### src/hdl/ssad_pkg.sv
// ---------------------------------------------------------------------------
// SAD stereo matcher package
// Shared widths, register indexes and the job record passed from the pixel
// front end to the matching engine.
// ---------------------------------------------------------------------------
`default_nettype none

package ssad_pkg;

    localparam int PIX_W      = 8;
    localparam int ROW_W      = 10;
    localparam int COL_W      = 12;
    localparam int SLOT_W     = 5;
    localparam int K_W        = 8;
    localparam int WS_W       = 5;
    localparam int CFG_IDX_W  = 2;
    localparam int CFG_DATA_W = 11;
    localparam int MAX_HEIGHT = 1024;

    localparam logic [CFG_IDX_W-1:0] REG_IMG_W = 2'd0;
    localparam logic [CFG_IDX_W-1:0] REG_IMG_H = 2'd1;
    localparam logic [CFG_IDX_W-1:0] REG_WIN   = 2'd2;
    localparam logic [CFG_IDX_W-1:0] REG_DISP  = 2'd3;

    typedef struct packed {
        logic [PIX_W-1:0]  left;
        logic [PIX_W-1:0]  right;
        logic [COL_W-1:0]  col;
        logic [SLOT_W-1:0] slot;
        logic              match;
        logic [ROW_W-1:0]  arow;
        logic [COL_W-1:0]  acol;
        logic [SLOT_W-1:0] aslot;
        logic [K_W-1:0]    kmax;
        logic [WS_W-1:0]   ws;
    } t_job;

endpackage

`default_nettype wire

### src/hdl/ssad_front.sv
// ---------------------------------------------------------------------------
// SAD stereo front end
// Holds the configuration, tracks the raster position and classifies each
// pixel pair into a store-only or a store-and-match job.
// ---------------------------------------------------------------------------
`default_nettype none

module ssad_front import ssad_pkg::*; #(
    parameter int MAX_WIDTH     = 1024,
    parameter int MAX_WINDOW    = 15,
    parameter int MAX_DISPARITY = 64
) (
    input  wire logic                  i_clk,
    input  wire logic                  i_rst_n,
    input  wire logic                  i_cfg_wen,
    input  wire logic [CFG_IDX_W-1:0]  i_cfg_idx,
    input  wire logic [CFG_DATA_W-1:0] i_cfg_wdata,
    input  wire logic                  i_acc,
    input  wire logic [PIX_W-1:0]      i_left,
    input  wire logic [PIX_W-1:0]      i_right,
    input  wire logic                  i_frame_start,
    output t_job                       o_job
);

    logic [10:0]       r_img_w, r_img_h;
    logic [3:0]        r_win;
    logic [6:0]        r_disp;
    logic [ROW_W-1:0]  r_row;
    logic [COL_W-1:0]  r_col;
    logic [SLOT_W-1:0] r_slot;

    logic [12:0]       w_c, c0, c1, c2, ac, dr_m1;
    logic [11:0]       h_c, r0, r1, r2, ar;
    logic [SLOT_W-1:0] ws_c, wsm1, s0, s1, s2;
    logic [8:0]        dr_c;
    logic [5:0]        aslot;
    logic              match;

    always_ff @(posedge i_clk) begin
        if (!i_rst_n) begin
            r_img_w <= 11'd384;
            r_img_h <= 11'd288;
            r_win   <= 4'd7;
            r_disp  <= 7'd30;
        end else if (i_cfg_wen) begin
            case (i_cfg_idx)
                REG_IMG_W: r_img_w <= i_cfg_wdata;
                REG_IMG_H: r_img_h <= i_cfg_wdata;
                REG_WIN:   r_win   <= i_cfg_wdata[3:0];
                REG_DISP:  r_disp  <= i_cfg_wdata[6:0];
                default:   ;
            endcase
        end
    end

    always_comb begin
        w_c = (r_img_w == '0) ? 13'd1 :
              ((13'(r_img_w) > 13'(MAX_WIDTH)) ? 13'(MAX_WIDTH) : 13'(r_img_w));
        h_c = (r_img_h == '0) ? 12'd1 :
              ((12'(r_img_h) > 12'(MAX_HEIGHT)) ? 12'(MAX_HEIGHT) : 12'(r_img_h));
        ws_c = (r_win == '0) ? 5'd1 :
               ((5'(r_win) > 5'(MAX_WINDOW)) ? 5'(MAX_WINDOW) : 5'(r_win));
        dr_c = (r_disp == '0) ? 9'd1 :
               ((9'(r_disp) > 9'(MAX_DISPARITY)) ? 9'(MAX_DISPARITY) : 9'(r_disp));
        wsm1 = ws_c - 5'd1;

        // position of this pixel, folding in a shrunken frame size
        c0 = i_frame_start ? 13'd0 : 13'(r_col);
        r0 = i_frame_start ? 12'd0 : 12'(r_row);
        s0 = i_frame_start ? '0 : r_slot;
        c1 = c0;
        r1 = r0;
        s1 = s0;
        if (c0 >= w_c) begin
            c1 = '0;
            r1 = r0 + 12'd1;
            s1 = (s0 == SLOT_W'(MAX_WINDOW - 1)) ? '0 : s0 + 5'd1;
        end
        if (r1 >= h_c) begin
            r1 = '0;
            s1 = '0;
        end

        ar = r1 + 12'd1 - 12'(ws_c);
        ac = c1 + 13'd1 - 13'(ws_c);
        match = (r1 + 12'd1 >= 12'(ws_c)) && (c1 + 13'd1 >= 13'(ws_c)) &&
                (ac + 13'(ws_c) < w_c) && (ar + 12'(ws_c) < h_c);
        dr_m1 = 13'(dr_c) - 13'd1;
        aslot = (s1 >= wsm1) ? 6'(s1 - wsm1) : 6'(s1) + 6'(MAX_WINDOW) - 6'(wsm1);

        // advance
        c2 = c1 + 13'd1;
        r2 = r1;
        s2 = s1;
        if (c2 >= w_c) begin
            c2 = '0;
            r2 = r1 + 12'd1;
            s2 = (s1 == SLOT_W'(MAX_WINDOW - 1)) ? '0 : s1 + 5'd1;
            if (r2 >= h_c) begin
                r2 = '0;
                s2 = '0;
            end
        end

        o_job.left  = i_left;
        o_job.right = i_right;
        o_job.col   = c1[COL_W-1:0];
        o_job.slot  = s1;
        o_job.match = match;
        o_job.arow  = ar[ROW_W-1:0];
        o_job.acol  = ac[COL_W-1:0];
        o_job.aslot = aslot[SLOT_W-1:0];
        o_job.kmax  = (dr_m1 > ac) ? ac[K_W-1:0] : dr_m1[K_W-1:0];
        o_job.ws    = ws_c;
    end

    always_ff @(posedge i_clk) begin
        if (!i_rst_n) begin
            r_row  <= '0;
            r_col  <= '0;
            r_slot <= '0;
        end else if (i_acc) begin
            r_row  <= r2[ROW_W-1:0];
            r_col  <= c2[COL_W-1:0];
            r_slot <= s2;
        end
    end

endmodule

`default_nettype wire

### config.mk
export PLATFORM = sky130hd
export DESIGN_NAME = ssad_front
export DESIGN_NICKNAME = d
export VERILOG_FILES = /design/src/hdl/ssad_pkg.sv /design/src/hdl/ssad_front.sv
export SDC_FILE = /design/constraint.sdc
export NUM_CORES = 1
export LEC_CHECK = 0
export ABC_AREA = 0
export BUFFER_PORTS_ARGS = -buffer_cell sky130_fd_sc_hd__buf_4
export CAP_MARGIN = 25
export CORE_MARGIN = 2
export CORE_UTILIZATION = 31
export DETAILED_ROUTE_END_ITERATION = 12
export GPL_ROUTABILITY_DRIVEN = 0
export MAX_ROUTING_LAYER = met4
export PLACE_DENSITY = 0.51
export SETUP_SLACK_MARGIN = 0.15
export SLEW_MARGIN = 10
export SYNTH_ARGS = -nofsm -noshare
export SYNTH_HDL_FRONTEND = slang
export SYNTH_SLANG_ARGS = --single-unit
export TNS_END_PERCENT = 5
### constraint.sdc
create_clock -name i_clk -period 12.45 [get_ports i_clk]
set_input_delay 1.245 -clock i_clk [delete_from_list [all_inputs] [get_ports i_clk]]
set_output_delay 1.245 -clock i_clk [all_outputs]
set_load 0.05 [all_outputs]
# Yosys cells after proc, flatten, opt, wreduce, memory -nomap -nowiden
# Index checks and enable logic that the tools add are counted.
# word_totals
regBits	60
inputBits	34
output_inout_bits	74
word_cells	75
# op_classes
addsub	14
n_lt_le_gt_ge	13
eq_ne	5
muxes	24
n_reduce_logical	12
# ops
operator	n
2-to-1 mux 11 bit	6
2-to-1 mux 5 bit	8
>= comparator 12 x 11 -> 1 bit	3
2-to-1 mux 12 bit	3
2-to-1 mux 10 bit	3
> comparator 11 bit (second input constant)	2
logical NOT 11 bit	2
2-to-1 mux 7 bit	2
adder 12 x 1 -> 13 bit (second input constant)	1
adder 13 x 4 -> 13 bit	1
>= comparator 13 x 11 -> 1 bit	1
>= comparator 13 x 4 -> 1 bit	1
> comparator 13 bit	1
< comparator 13 x 11 -> 1 bit	1
subtractor 13 x 4 -> 13 bit	1
adder 11 x 1 -> 12 bit (second input constant)	1
adder 12 x 4 -> 12 bit	1
>= comparator 12 x 4 -> 1 bit	1
< comparator 12 x 11 -> 1 bit	1
subtractor 12 x 4 -> 12 bit	1
adder 10 x 1 -> 11 bit (second input constant)	1
adder 5 x 1 -> 5 bit (second input constant)	2
equality test 5 x 4 -> 1 bit (second input constant)	2
subtractor 5 bit	2
14 further kinds	20

# Logic depth before layout (Yosys ltp)
# logic_depth
word_depth	12
ltp_mapped	42

# Worst setup path before layout
# OpenSTA, ideal clock, no wires.
# synth_timing
path_type	input to output
from	input port i_frame_start
to	output port o_job[40] in the netlist's numbering
arrival_ns	10.187
path_slack_ns	1.018
stages	41
n_path_buf	10
path_cell_list	clkbuf_1 -> buf_2 -> clkbuf_1 -> nor2b_1 -> ha_1 -> a211oi_1 -> o21ai_1 -> a21oi_1 -> buf_4 -> o21a_2 -> buf_4 -> clkbuf_1 -> mux2_2 -> ha_1 -> a2111oi_2 -> a21oi_1 -> a211o_1 -> a2111o_1 -> [... 5 more ...] -> or3_1 -> o311a_1 -> nand3_1 -> and3_1 -> clkbuf_1 -> a41oi_1 -> nor3_4 -> xor2_1 -> nand4_1 -> xnor2_1 -> ha_1 -> a211oi_1 -> o21ai_0 -> a31oi_1 -> o21ai_0 -> a21oi_1 -> o211a_1 -> buf_4
# synth_rtl
element	line	rtl
from (decl)	ssad_front.sv:21	input wire logic i_frame_start,
to (decl)	ssad_front.sv:22	output t_job o_job

==> results.toml <==
[placed_design]
hpwlAfterDp_microns = 18580
dpl_worst_slack_ns = 1.447
numPortBuffers = 73

[detailed_routing]
wire_per_inst_microns = 17.23
ant_nets = 0
avgViaCountPerCell = 5.343
drt_pass1_iterations = 6
drc = 0
drtIter0Drc = 469
routed_wl_microns = 23730
routed-via-count = 7357

[power_and_ir_drop]
p_seq_share_pct = 25.2
clkPwrFrac_pct = 28.8
leakagePower_nw = 3.885
p_sw_share_pct = 41.87
comb_power_share_pct = 46.0
p_int_w = 0.0004834
p_switching_w = 0.0003482
worst_ir_drop_vdd_mv = 0.06882
p_per_area_nw_per_um2 = 96.66
total_power_w = 0.0008315

[setup_path]
crit_required_ns = 11.20
critical_path_class = "in2out"
cp-end-kind = "output port"
r2r_slack_ns = 3.86
max_stage_delay_ns = 0.63
rr_endpoint = "r_row[8]"
start_kind = "input port"
r2r-start = "r_img_w[10]"
critical_path_arrival_ns = 9.78
startpoint = "i_frame_start"
cp_max_fo = 30
cp-endpoint = "o_job[40]"
slowest_stage = "a221oi_4"
path_common_cell = "ha_1"
reg2reg_depth = 31

[clocking]
cts_tree = "built"
cts_resized = 0
hold_buffers = 0
clkLatencyLatePin_ns = 0.34
htreeDepth = 3
postCtsSetupRepairBufs = 0
cts_inserted_buffers = 9
clk_path_buf_depth = 2
cts.sinks = 60
cts-root-buf = "clkbuf_16"
clkTransAtPathRegs_ns = 0.06

[synthesis]
synth_flop_cell = "dfxtp_1"
ys_warn_count = 0
synth_edf_count = 0
async_flop_share_pct = 0
synthCells = 1014
avgSynthCellArea_sq_um = 7.520
ys_ff_latch = 60
ys_seq_area_share_pct = 15.75
synth_cell_types = 86
synth_area_sq_um = 7625

[die]
die_area_sq_um = 25870
die_x_microns = 160.8
io_pins = 108
num_rows = 57
start_util_pct = 31.44
core_sq_um = 24250
dieHeight_microns = 160.8

[sta]
tightest_slew_ns = 0.9180
setup_ws_ns = 1.420
fin_crit_ns = 11.03
rsz0062_at_grt = "no"
fin_crit_sh_pct = 88.59
setup_viol = 0
timing.hold.ws_ns = 0.4658
max_freq_mhz = 90.66
worst_clock_skew_ns = 0.006018
hold_viol_final = 0
relSlewSlack_pct = 38.71
finalSetupTns_ns = 0
finalMaxSlewViolations = 0

[flow_run]
maxCapViolCount = 0

[final_layout]
final_cell_mix = "nand2_1 (140), ha_1 (109), buf_4 (80)"
syn2layout_area_growth_pct = 12.83
fin_util_pct = 35.48
num_antenna_cells = 0
layout-drive-gt1-share_pct = 12.92
layout_commonest_cell = "nand2_1"
fin_nets = 1200

[global_route]
antenna_found_initial = 0
grt_pass1_wl_microns = 38150
grt_max_degree = 45
grt_pass1_vias = 6985
grt_use_total_pct = 19.01
grt_overflow = 0

[status]
status = "complete, no violations"

[min_path]
hold_class = "reg2reg"
## metal layers
layer / track usage, % / part of all wire [%]
met1: 26.07 / 49
met4: 3.896 / 1.0
met3: 2.195 / 4.3
met5: - / 0
met2: 30.27 / 45
## Yosys cell counts (all sizes together), types with 11 or more instances
| master | number | area [sq um] |
|---|---|---|
| nand2 | 140 | 525.5 |
| ha | 109 | 1364 |
| a21oi | 75 | 379.1 |
| dfxtp | 60 | 1201 |
| nor2 | 59 | 221.5 |
| inv | 56 | 210.2 |
| nand3 | 47 | 252.8 |
| clkbuf | 36 | 137.6 |
| o21ai | 35 | 178.9 |
| xnor2 | 34 | 297.8 |
| a21o | 32 | 240.2 |
| nor3 | 32 | 192.7 |
| nor2b | 30 | 187.7 |
| buf | 27 | 197.7 |
| xor2 | 23 | 209.0 |
| nand2b | 18 | 112.6 |
| nand4 | 18 | 112.6 |
| a31oi | 12 | 75.07 |
| and3 | 12 | 75.07 |
| mux2 | 12 | 142.6 |
| nor4 | 12 | 81.33 |
| and2 | 11 | 68.82 |
| o21a | 11 | 83.83 |
## per-stage QoR
| stage | cells | area, sq um |
|---|---|---|
| floorplan | 1021 | 7651 |
| global placement | 1362 | 8325 |
| detailed placement | 1362 | 8325 |
| CTS | 1377 | 8603 |
| global route | 1377 | 8603 |
| finish | 1377 | 8603 |
## cells by family after synthesis
kind of cell | after synthesis | synth area share, %
and+or+nand+nor | 413 | 27.93
adders and majority gates | 117 | 19.99
muxes | 19 | 2.790
other | 1 | 0.04918
buffers and inverters | 122 | 7.302
AOI/OAI and AO/OA | 225 | 19.54
xor gates and xnor gates | 57 | 6.646
DFF | 60 | 15.75
## worst max-delay path, delay by kind of cell
kind	cells	cell delay (ns)
adders and majority gates	4	1.03
and+or+nand+nor	10	2.47
AOI/OAI and AO/OA	16	3.60
buffers and inverters	5	1.03
xor gates and xnor gates	2	0.36
## state kept, by name, summed over array words and instances (netlist names)
name,flops
r_win,4
r_disp,7
r_slot,5
r_img_h,11
r_img_w,11
r_col,12
r_row,10
## power by group through the flow
stage / registers [W] / clock network [W] / logic [W]
floorplan: 0.000209 / 0 / 0.000302
global route: 0.000211 / 0.000249 / 0.000423
finish: 0.000210 / 0.000239 / 0.000382
global placement: 0.000214 / 0 / 0.000381
CTS: 0.000210 / 0.000242 / 0.000384
detailed placement: 0.000214 / 0 / 0.000382
## cell type report
type / instances / area, sq um
fill: 2638 / 15650
multi-input combinational: 839 / 5897
sequential: 60 / 1201
timing repair buffer: 80 / 600.6
tap: 324 / 405.4
clock buffer: 10 / 239.0
inverter: 59 / 221.5
clock inverter: 5 / 38.79
## how the worst min path moves through the flow
stage	to	cells after the start	from
4_1_cts	r_img_w[0]	2	r_img_w[0]
2_1_floorplan	r_col[10]	2	r_col[10]
6_report	r_img_w[0]	2	r_img_w[0]
3_3_place_gp	r_img_w[0]	2	r_img_w[0]
3_5_place_dp	r_col[10]	2	r_col[10]
5_1_grt	r_img_w[3]	2	r_img_w[3]
Power figures use the tool's default switching activity.
