===== src/hdl/ssad_pkg.sv =====
// ---------------------------------------------------------------------------
// SAD stereo matcher package
// Shared widths, register indexes and the job record passed from the pixel
// front end to the matching engine.
// ---------------------------------------------------------------------------
`default_nettype none

package ssad_pkg;

    localparam int PIX_W      = 8;
    localparam int ROW_W      = 10;
    localparam int COL_W      = 12;
    localparam int SLOT_W     = 5;
    localparam int K_W        = 8;
    localparam int WS_W       = 5;
    localparam int CFG_IDX_W  = 2;
    localparam int CFG_DATA_W = 11;
    localparam int MAX_HEIGHT = 1024;

    localparam logic [CFG_IDX_W-1:0] REG_IMG_W = 2'd0;
    localparam logic [CFG_IDX_W-1:0] REG_IMG_H = 2'd1;
    localparam logic [CFG_IDX_W-1:0] REG_WIN   = 2'd2;
    localparam logic [CFG_IDX_W-1:0] REG_DISP  = 2'd3;

    typedef struct packed {
        logic [PIX_W-1:0]  left;
        logic [PIX_W-1:0]  right;
        logic [COL_W-1:0]  col;
        logic [SLOT_W-1:0] slot;
        logic              match;
        logic [ROW_W-1:0]  arow;
        logic [COL_W-1:0]  acol;
        logic [SLOT_W-1:0] aslot;
        logic [K_W-1:0]    kmax;
        logic [WS_W-1:0]   ws;
    } t_job;

endpackage

`default_nettype wire


===== src/hdl/ssad_queue.sv =====
// ---------------------------------------------------------------------------
// SAD stereo job queue
// Two-entry queue of jobs between the front end and the matching engine.
// ---------------------------------------------------------------------------
`default_nettype none

module ssad_queue import ssad_pkg::*; (
    input  wire logic i_clk,
    input  wire logic i_rst_n,
    input  wire logic i_push,
    input  t_job      i_job,
    output logic      o_full,
    input  wire logic i_pop,
    output logic      o_valid,
    output t_job      o_job
);

    t_job       r_mem [0:1];
    logic       r_wp, r_rp;
    logic [1:0] r_cnt;

    assign o_full  = (r_cnt == 2'd2);
    assign o_valid = (r_cnt != 2'd0);
    assign o_job   = r_mem[r_rp];

    always_ff @(posedge i_clk) begin
        if (i_push) begin
            r_mem[r_wp] <= i_job;
        end
    end

    always_ff @(posedge i_clk) begin
        if (!i_rst_n) begin
            r_wp  <= 1'b0;
            r_rp  <= 1'b0;
            r_cnt <= '0;
        end else begin
            if (i_push) r_wp <= ~r_wp;
            if (i_pop)  r_rp <= ~r_rp;
            r_cnt <= r_cnt + 2'(i_push) - 2'(i_pop);
        end
    end

endmodule

`default_nettype wire


===== config.mk =====
export PLATFORM = sky130hd
export DESIGN_NAME = ssad_queue
export DESIGN_NICKNAME = d
export VERILOG_FILES = /design/src/hdl/ssad_pkg.sv /design/src/hdl/ssad_queue.sv
export SDC_FILE = /design/constraint.sdc
export NUM_CORES = 1
export LEC_CHECK = 0
export ABC_AREA = 1
export BUFFER_PORTS_ARGS = -buffer_cell sky130_fd_sc_hd__clkbuf_2
export CAP_MARGIN = 10
export CORE_MARGIN = 2
export CORE_UTILIZATION = 39
export CTS_CLUSTER_SIZE = 30
export DETAILED_ROUTE_END_ITERATION = 16
export PLACE_DENSITY_LB_ADDON = 0.08
export SYNTH_ARGS = -nofsm -noshare
export SYNTH_HDL_FRONTEND = slang
export SYNTH_SLANG_ARGS = --single-unit

===== constraint.sdc =====
create_clock -name i_clk -period 5.15 [get_ports i_clk]
set_input_delay 0.515 -clock i_clk [delete_from_list [all_inputs] [get_ports i_clk]]
set_output_delay 0.515 -clock i_clk [all_outputs]
set_load 0.1 [all_outputs]

-- Word-level counts from Yosys, hierarchy flattened
Memories as Yosys holds them, arrays and structs flattened. A register that Yosys moved wholly into a read port is not among the register bits.
Cells that the tools add are included.
- register bits: 4
- latch bits: 0
- memory bits (writable): 148
- ROM bits: 0
- input bits: 78
- memories kept: 1
- memories (memory ; depth ; width ; rd ports ; clocked after memory_dff ; write ports ; line ; text):
    r_mem ; 2 ; 74 ; 1 ; 1 ; 1 ; ssad_queue.sv:18 ; t_job r_mem [0:1];
- add/sub/neg operators: 2
- $mul: 0
- divide/modulo/power cells: 0
- $lt $le $gt $ge: 0
- equality and inequality tests: 1
- shift operators: 0
- mux-type cells: 4
- bitwise logic cells: 2
- reductions and logical operators: 1
- operator list (cell ; count):
    $mux 1 ; 4
    $add 2x1->2 ; 1
    $eq 2x2->1 const B ; 1
    $not 1->1 ; 2
    $reduce_bool 2->1 ; 1
    $sub 2x1->2 ; 1

-- Longest topological paths before layout
Gate-level depths: netlist (run 1).
- word-level depth: 3
- depth in mapped cells: 9

-- Worst setup path before layout (run 1)
No wires, ideal clock.
- kind: input to register
- start point: input i_push
- end point: memory r_mem[0][0] (netlist bit), enable pin
- arrival: 3656 ps
- data required time: 4641 ps
- slack: 985 ps
- stages: 2
- buffers on the path: 0
- cell sequence: inv_1 -> nor2_1
- longest elaborated chain between the ends: 2
- RTL lines (element ; line ; text):
    start: declaration ; ssad_queue.sv:10 ; input wire logic i_push,
    $mux 1 ; ssad_queue.sv:27 ; if (i_push) begin
    $mux 1 (implied by the code) ; ssad_queue.sv:28 ; r_mem[r_wp] <= i_job;
    end: declaration ; ssad_queue.sv:18 ;
No other way between the ends.

==> results.yml, run 1 <==
run_status:
  status: "complete, no violations"
clock_tree:
  root_buffer: "clkbuf_16"
  clk_latency_ps: 410
  cts_buffers: 17
  clockBufferDepth: 2
  ctsResizeCount: 0
  cts_setup_buffers: 0
  cts.clk_slew.worst_paths_ps: 60
  cts_hold_buffers: 0
  cts_tree: "built"
  cts.htree.levels: 4
  cts_sinks: 153
critical_path:
  path_max_fanout: 59
  critPathCaptureType: "output port"
  arrival_ps: 2710
  timing.reg2reg.setup_slack_ps: 3210
  critical_path_class: "reg2out"
  crit_path_start_kind: "flop"
  ff2ff_path_depth: 3
  r2r_start: "r_wp"
  crit_required_ps: 4640
  r2r-end: "r_mem[1][65]"
pwr:
  seq_power_share_pct: 45.2
  power.leakage_nw: 2.96
  netSwitchingFraction_pct: 30.0
  power_frac_clock_pct: 35.0
  internal_power_mw: 2.29
  power_density_mw_per_mm2: 446
  ir_drop_uv: 176
  p_comb_share_pct: 19.8
  p_sw_uw: 978
placed_design:
  dpl.hpwl_mm: 6.58
  place_congestion: 0.705
  port_buffers: 153
synth:
  syn_inst: 263
  syn_avg_cell_area_um2: 22.1
  ys_types: 12
  yosysSeqAreaShare_pct: 78.2
  yosysWarnings: 0
  ys_seq_elements: 153
  synth_nets: 343
  syn_area_mm2: 0.00581
detailed_routing:
  firstDrtPassIters: 4
  drtAntennaViolNets: 0
  drc_errors: 0
  drt_iter0_markers: 167
  totalWireLength_mm: 10.2
  wl_per_cell_um: 16.2
  vias_per_cell: 4.56
  vias: 2857
timing:
  hold_viol_final: 0
  tns_ps: 0
  whs_ps: 291
  drv_slew: 0
  post-route-period-util_pct: 62.6
  fin_crit_ps: 3220
  tightest_slew_ps: 1100
  rsz0062_at_grt: "no"
  fmax_mhz: 310
  setup_violations: 0
  fin_skew_ps: 4.38
  slew_headroom_pct: 26.9
grt:
  grt_pass1_wl_mm: 15.3
  track_usage_pct: 13.0
  grt_pass1_vias: 2985
  antenna_found_initial: 0
  grt_start_max_net_pins: 60
  grt.overflow.total: 0
finish:
  final_nets: 510
  n_fill_cell: 1268
  antenna_cells: 0
  drive_above_1_share_pct: 58.5
  area_growth_syn_to_layout_pct: 25.9
hold_path:
  hold_start: "i_job[55]"
  hold_path_depth: 1
  hp-class: "in2reg"
  min_to: "r_mem[0][55]"
die:
  ios: 154
  num_rows: 44
  die_w_um: 126
  die_h_um: 126
  core_area_mm2: 0.0145
  dieArea_mm2: 0.0159
  initial_core_util_pct: 40.0
flow_run:
  max_cap_viol_count: 0
-- stage by stage --
step           instance area (um^2)  utilization [%]  instances  worst slack [ps]  total power, mW
2_1_floorplan                  5810                -        263               985             2.05
6_report                       7320             50.3        627              1930             3.26
5_1_grt                        7320             50.3        627              1760             3.38
3_5_place_dp                   6770             46.6        595              2300             2.16
3_3_place_gp                   6770             46.6        595              2300             2.15
4_1_cts                        7320             50.3        627              1850             3.31
-- metal layers --
| metal | part of all wire (%) | GRT usage [%] |
|---|---|---|
| met1 | 40 | 14.1 |
| met2 | 50 | 21.7 |
| met3 | 7.8 | 5.90 |
| met4 | 1.7 | 6.40 |
| met5 | 0 | 0 |
-- Yosys cell counts --
cell | instances | share of area [%]
nand2_1 | 9 | 0.58
mux2_2 | 14 | 2.7
buf_2 | 1 | 0.086
edfxtp_1 | 148 | 76
nor2_1 | 8 | 0.52
mux2_4 | 60 | 16
inv_1 | 7 | 0.45
ha_1 | 2 | 0.43
dfxtp_1 | 5 | 1.7
a21oi_1 | 1 | 0.086
buf_6 | 7 | 1.4
nand3_1 | 1 | 0.086
-- layout make-up --
cell class	count	area, um^2	area share [%]
clock inverter	11	105	1.44
inverter	7	27.5	0.376
tap	184	230	3.15
timing repair buffer	156	801	10.9
clock buffer	21	440	6.02
sequential	153	4550	62.2
multi-input combinational	95	1160	15.9
-- state kept, by name (all words and copies together) (netlist names), named ones only --
signal and cells:
r_wp 1, r_rp 1, r_mem 148, r_cnt 2
-- cells by family after synthesis --
group | after synthesis | share of synthesized area, %
AO/OA/AOI/OAI | 1 | 0.0860
adder cells (fa/ha/maj) | 2 | 0.431
AND/OR/NAND/NOR | 18 | 1.18
multiplexers | 74 | 18.2
flip-flops | 153 | 78.2
buffers and inverters | 15 | 1.89
-- how the worst max path moves through the flow --
| stage | from | end | slack [ps] |
|---|---|---|---|
| CTS | flop | o_job[73] | 1850 |
| detailed placement | flop | o_job[73] | 2300 |
| global route | flop | o_job[1] | 1760 |
| global placement | flop | o_job[73] | 2300 |
| floorplan | i_push | r_mem[0][0] | 990 |
| finish | flop | o_job[73] | 1930 |
-- cells in the final DEF, fill, tap and decap left out --
master	netlist	routed
buf_12	0	1
mux2_2	14	14
edfxtp_1	148	148
nor2_1	8	7
bufinv_16	0	2
clkbuf_1	0	4
clkinv_2	0	7
inv_1	7	6
clkbuf_2	0	153
clkinv_1	0	2
clkinvlp_4	0	1
dfxtp_4	0	1
a21oi_1	1	1
clkbuf_16	0	17
mux2_4	60	60
buf_4	0	2
dfxtp_1	5	4
nand2_1	9	9
ha_1	2	2
nand3_1	1	1
nor2_4	0	1
-- critical path: stages (launching register included) --
cell and delay [ps]:
dfxtp_4 1090, buf_4 450, mux2_2 370, clkbuf_2 370
-- power groups by stage --
stage	Clock, mW	Sequential [mW]	Combinational (mW)
2_1_floorplan	0	1.48	0.568
3_3_place_gp	0	1.50	0.650
3_5_place_dp	0	1.50	0.654
4_1_cts	1.17	1.48	0.655
5_1_grt	1.23	1.48	0.673
6_report	1.14	1.48	0.648
No activity file was read; power rests on OpenSTA's default activity.
==> run 2: changes to the inputs <==
- clock period: 5.15 -> 2.7 ns (I/O delays scaled with it)
==> run 2 against run 1 <==
Against the previous run:
- clock skew rose by 7.5 ps
- non-clock buffer count increased by 3
- combinational power increased by 96%
- sequential power up 88%
- core utilization rose by 0.23 points
- total power rose by 91%
- largest power group unchanged
- highest routed layer unchanged
==> results.yml, run 2 (synthesis gave the netlist of run 1 again) <==
pwr:
  ir_drop_uv: 410
  p_comb_share_pct: 20.4
  netSwitchingFraction_pct: 30.1
  power_frac_clock_pct: 35.1
  power.leakage_nw: 2.98
  power_density_mw_per_mm2: 849
  p_sw_mw: 1.88
  internal_power_mw: 4.36
  seq_power_share_pct: 44.5
finish:
  largest_reg_flops: 148
  register_area_mm2: 0.00455
  final_nets: 513
  n_fill_cell: 1263
  mostFrequentLayoutCell: "clkbuf_2"
  layout_common_cells: "clkbuf_2 (153), edfxtp_1 (148), mux2_4 (60)"
  top_regs: "r_mem (148), r_cnt (2)"
  area_growth_syn_to_layout_pct: 26.5
  largest-register: "r_mem"
  drive_above_1_share_pct: 58.3
  antenna_cells: 0
  multi_input_area_mm2: 0.00116
  final_cell_area_mm2: 0.00735
timing:
  fin_skew_ps: 11.8
  tns_ps: 0
  rsz0062_at_grt: "no"
  drv_slew: 0
  fin_crit_ps: 2170
  slew_headroom_pct: 58.8
  post-route-period-util_pct: 80.4
  tightest_slew_ps: 617
  fmax_mhz: 461
  layout_setup_ws_ps: 529
  hold_viol_final: 0
  whs_ps: 44.0
  setup_violations: 0
flow_run:
  max_cap_viol_count: 0
clock_tree:
  clk_latency_ps: 410
  cts_tree: "built"
  cts_buffers: 17
  root_buffer: "clkbuf_16"
  cts_hold_buffers: 0
  cts.htree.levels: 4
  cts_setup_buffers: 0
  clockBufferDepth: 2
  ctsResizeCount: 0
  cts.clk_slew.worst_paths_ps: 60
  cts_sinks: 153
critical_path:
  crit_chain: "buf_12 -> mux2_2 -> clkbuf_2"
  path_max_fanout: 47
  critical_path_class: "reg2out"
  crit_slowest_cell: "mux2_2"
  crit_path_start_kind: "flop"
  critPathCaptureType: "output port"
  max_stage_delay_ps: 390
  arrival_ps: 1900
  crit_required_ps: 2430
grt:
  grt.overflow.total: 0
  grt_pass1_vias: 3042
  antenna_found_initial: 0
  track_usage_pct: 13.2
  grt_start_max_net_pins: 48
  grt_pass1_wl_mm: 15.6
die:
  initial_core_util_pct: 40.0
  die_h_um: 126
  ios: 154
  die_w_um: 126
  num_rows: 44
  dieArea_mm2: 0.0159
  core_area_mm2: 0.0145
run_status:
  status: "complete, no violations"
detailed_routing:
  drtAntennaViolNets: 0
  drc_errors: 0
  totalWireLength_mm: 10.2
  drt_iter0_markers: 132
  wl_per_cell_um: 16.3
  vias_per_cell: 4.64
  firstDrtPassIters: 4
  vias: 2924
placed_design:
  place_congestion: 0.672
  dpl.hpwl_mm: 6.65
  port_buffers: 153
  place_area_mm2: 0.00681
  dp_slack_ps: 960
hold_path:
  hp-class: "in2reg"
run 2: cell count changes in the layout (fill, tap and decap cells not counted), sizes merged:
cell / before / now
buf: 3 / 6
clkinvlp: 1 / 0
inv: 6 / 7
run 2: power groups by stage:
| stage | Combinational, mW | Sequential, mW | Clock (mW) |
|---|---|---|---|
| after global routing | 1.32 | 2.79 | 2.37 |
| final | 1.27 | 2.78 | 2.19 |
| after floorplan | 1.08 | 2.83 | 0 |
| after CTS | 1.29 | 2.78 | 2.25 |
| after detailed placement | 1.29 | 2.83 | 0 |
| after global placement | 1.28 | 2.83 | 0 |
run 2: worst paths after layout:
path / from / endpoint / slack [ps] / cells after the start
hold reg to reg: r_rp / flop / 500 / 2
setup / recovery: flop / o_job[2] / 530 / 3
hold / removal: i_job[8] / r_mem[0][8] / 40 / 1
setup reg to reg: r_wp / r_mem[1][2] / 1250 / 3
run 2: layout make-up:
type,instances,share of cell area [%]
repair buffers,159,11.4
multi-input cells,95,15.8
well taps,184,3.13
clock inverters,11,1.41
flip-flops and latches,153,61.9
clock buffers,21,5.99
inverters,7,0.374
run 2: per-layer routing:
metal  track usage (%)  up-vias  wire [um]
met5                 0        -          0
met4              6.27        0        201
met3              4.93       16        681
met2              22.3       97       5260
met1              14.7     1446       4100
li1                  -     1365          -
run 2: per-stage QoR:
step / cells / total power [mW] / utilization [%]
floorplan: 263 / 3.91 / -
global placement: 598 / 4.11 / 46.8
detailed placement: 598 / 4.12 / 46.8
CTS: 630 / 6.32 / 50.6
global route: 630 / 6.47 / 50.6
finish: 630 / 6.24 / 50.6
run 2: critical path: cells and delay by family, from the launching register on:
family	cells	cell delay, ps
DFF	1	370
muxes	1	390
buffers and inverters	2	680
==> run 3: changes to the inputs <==
- clock period: 2.7 -> 2.2 ns (I/O delays scaled with it)
==> run 3 against run 2 <==
Against the previous run:
- wire length rose by 4.2%
- count of clock-buffer cells in the layout fell by 2
- cell area increased by 11%
- clock skew shrank 6.8 ps
- hold slack better by 8.5 ps
==> results.yml, run 3 (synthesis gave the netlist of run 1 again) <==
run_status:
  status: "complete, no violations"
finish:
  antenna_cells: 0
  area_growth_syn_to_layout_pct: 40.5
  drive_above_1_share_pct: 50.4
  largest-register: "r_mem"
  final_nets: 589
  largest_reg_flops: 148
  final_cell_area_mm2: 0.00817
  layout_common_cells: "edfxtp_1 (148), clkbuf_2 (118), dlygate4sd3_1 (74)"
  top_regs: "r_mem (148), r_cnt (2)"
  mostFrequentLayoutCell: "edfxtp_1"
pwr:
  p_sw_mw: 2.33
  internal_power_mw: 5.56
  ir_drop_uv: 504
  power.leakage_nw: 3.30
  power_density_mw_per_mm2: 966
  p_comb_share_pct: 21.3
  power_frac_clock_pct: 35.3
  netSwitchingFraction_pct: 29.5
  seq_power_share_pct: 43.4
die:
  num_rows: 44
  die_h_um: 126
  core_area_mm2: 0.0145
  ios: 154
  dieArea_mm2: 0.0159
  die_w_um: 126
  initial_core_util_pct: 40.0
critical_path:
  crit_path_start_kind: "flop"
  crit_chain: "buf_12 -> mux2_4 -> clkbuf_2"
  critPathCaptureType: "output port"
  path_max_fanout: 18
  crit_required_ps: 1980
  timing.reg2reg.setup_slack_ps: 770
  cp.depth: 3
  arrival_ps: 1900
  max_stage_delay_ps: 550
  crit_family: "buffers and inverters"
  critical_path_class: "reg2out"
  cp-endpoint: "o_job[32]"
  critPathBufInv: 2
  r2r_start: "r_wp"
  crit_slowest_cell: "dfxtp_4"
  r2r-end: "r_mem[1][17]"
  ff2ff_path_depth: 3
detailed_routing:
  totalWireLength_mm: 10.7
  vias_per_cell: 4.48
  drt_iter0_markers: 158
  drc_errors: 0
  firstDrtPassIters: 4
  drtAntennaViolNets: 0
  vias: 3164
  wl_per_cell_um: 15.1
clock_tree:
  cts_sinks: 153
  root_buffer: "clkbuf_16"
  cts.htree.levels: 4
  cts_buffers: 17
  cts_tree: "built"
  clockBufferDepth: 2
  cts.clk_slew.worst_paths_ps: 60
  clk_latency_ps: 410
grt:
  grt_start_max_net_pins: 44
  grt_pass1_wl_mm: 17.0
  track_usage_pct: 14.2
  grt_pass1_vias: 3494
  antenna_found_initial: 0
  grt.overflow.total: 0
timing:
  hold_viol_final: 0
  slew_headroom_pct: 61.2
  tightest_slew_ps: 582
  fmax_mhz: 472
  setup_violations: 0
  tns_ps: 0
  layout_setup_ws_ps: 82.3
  rsz0062_at_grt: "no"
  post-route-period-util_pct: 96.3
  fin_skew_ps: 5.03
  fin_crit_ps: 2120
  drv_slew: 0
placed_design:
  dpl.hpwl_mm: 6.82
  place_congestion: 0.685
  place_area_mm2: 0.00685
  port_buffers: 153
  dp_slack_ps: 447
flow_run:
  max_cap_viol_count: 0
hold_path:
  hp-class: "in2reg"
## run 3: changes by cell type in the layout (fill, tap and decap cells not counted), sizes merged
cell,change
inv,-1
buf,+32
clkinv,+1
clkinvlp,+1
dlygate4sd3,+74
clkbuf,-32
bufinv,+1
## run 3: layout make-up
class                      instances  area (um^2)
fill                            1222         6370
clock buffer                      19          433
timing repair buffer             235         1630
sequential                       153         4550
clock inverter                    13          134
inverter                           7         30.0
multi-input combinational         95         1160
tap                              184          230
## run 3: power groups by stage
stage	clock, mW	sequential, mW	combinational, mW
final	2.79	3.42	1.68
after global routing	2.99	3.44	1.74
after CTS	2.87	3.42	1.69
after detailed placement	0	3.48	1.58
after global placement	0	3.48	1.57
after floorplan	0	3.47	1.33
## run 3: metrics by stage
| stage | std cells | hold slack [ps] | utilization (%) | power [mW] |
|---|---|---|---|---|
| after global placement | 600 | 408 | 47.1 | 5.05 |
| after CTS | 705 | 0.0303 | 56.1 | 7.99 |
| after floorplan | 263 | 313 | - | 4.80 |
| final | 706 | 52.5 | 56.2 | 7.89 |
| after global routing | 706 | 63.7 | 56.2 | 8.17 |
| after detailed placement | 600 | 413 | 47.1 | 5.06 |
## run 3: worst min path at each step
stage	cells past startpoint	startpoint	slack, ps	endpoint
3_3_place_gp	1	i_job[58]	410	r_mem[0][58]
4_1_cts	1	i_job[61]	0.03	r_mem[0][61]
3_5_place_dp	1	i_job[54]	410	r_mem[1][54]
6_report	3	i_rst_n	50	r_cnt[0]
5_1_grt	3	i_rst_n	60	r_cnt[1]
2_1_floorplan	2	i_rst_n	310	r_cnt[0]
## run 3: per-layer routing
metal	wire length, um	vias up	global-route usage, %
met1	4380	1545	15.8
li1	-	1514	-
met2	5570	92	24.8
met3	574	13	4.55
met5	0	-	0
met4	155	0	6.59
## run 3: repair_timing
action,in CTS,in global routing
pin swaps,0,0
hold endpoints to repair,144,1
hold buffers,73,1
setup endpoints to repair,5,26
setup buffers,0,0
resized for setup,5,26
## run 3: worst register-to-register path, stage by stage (launching register included)
cell        delay (ps)
dfxtp_1            390
nand2_1            120
clkinvlp_4          90
buf_4              440
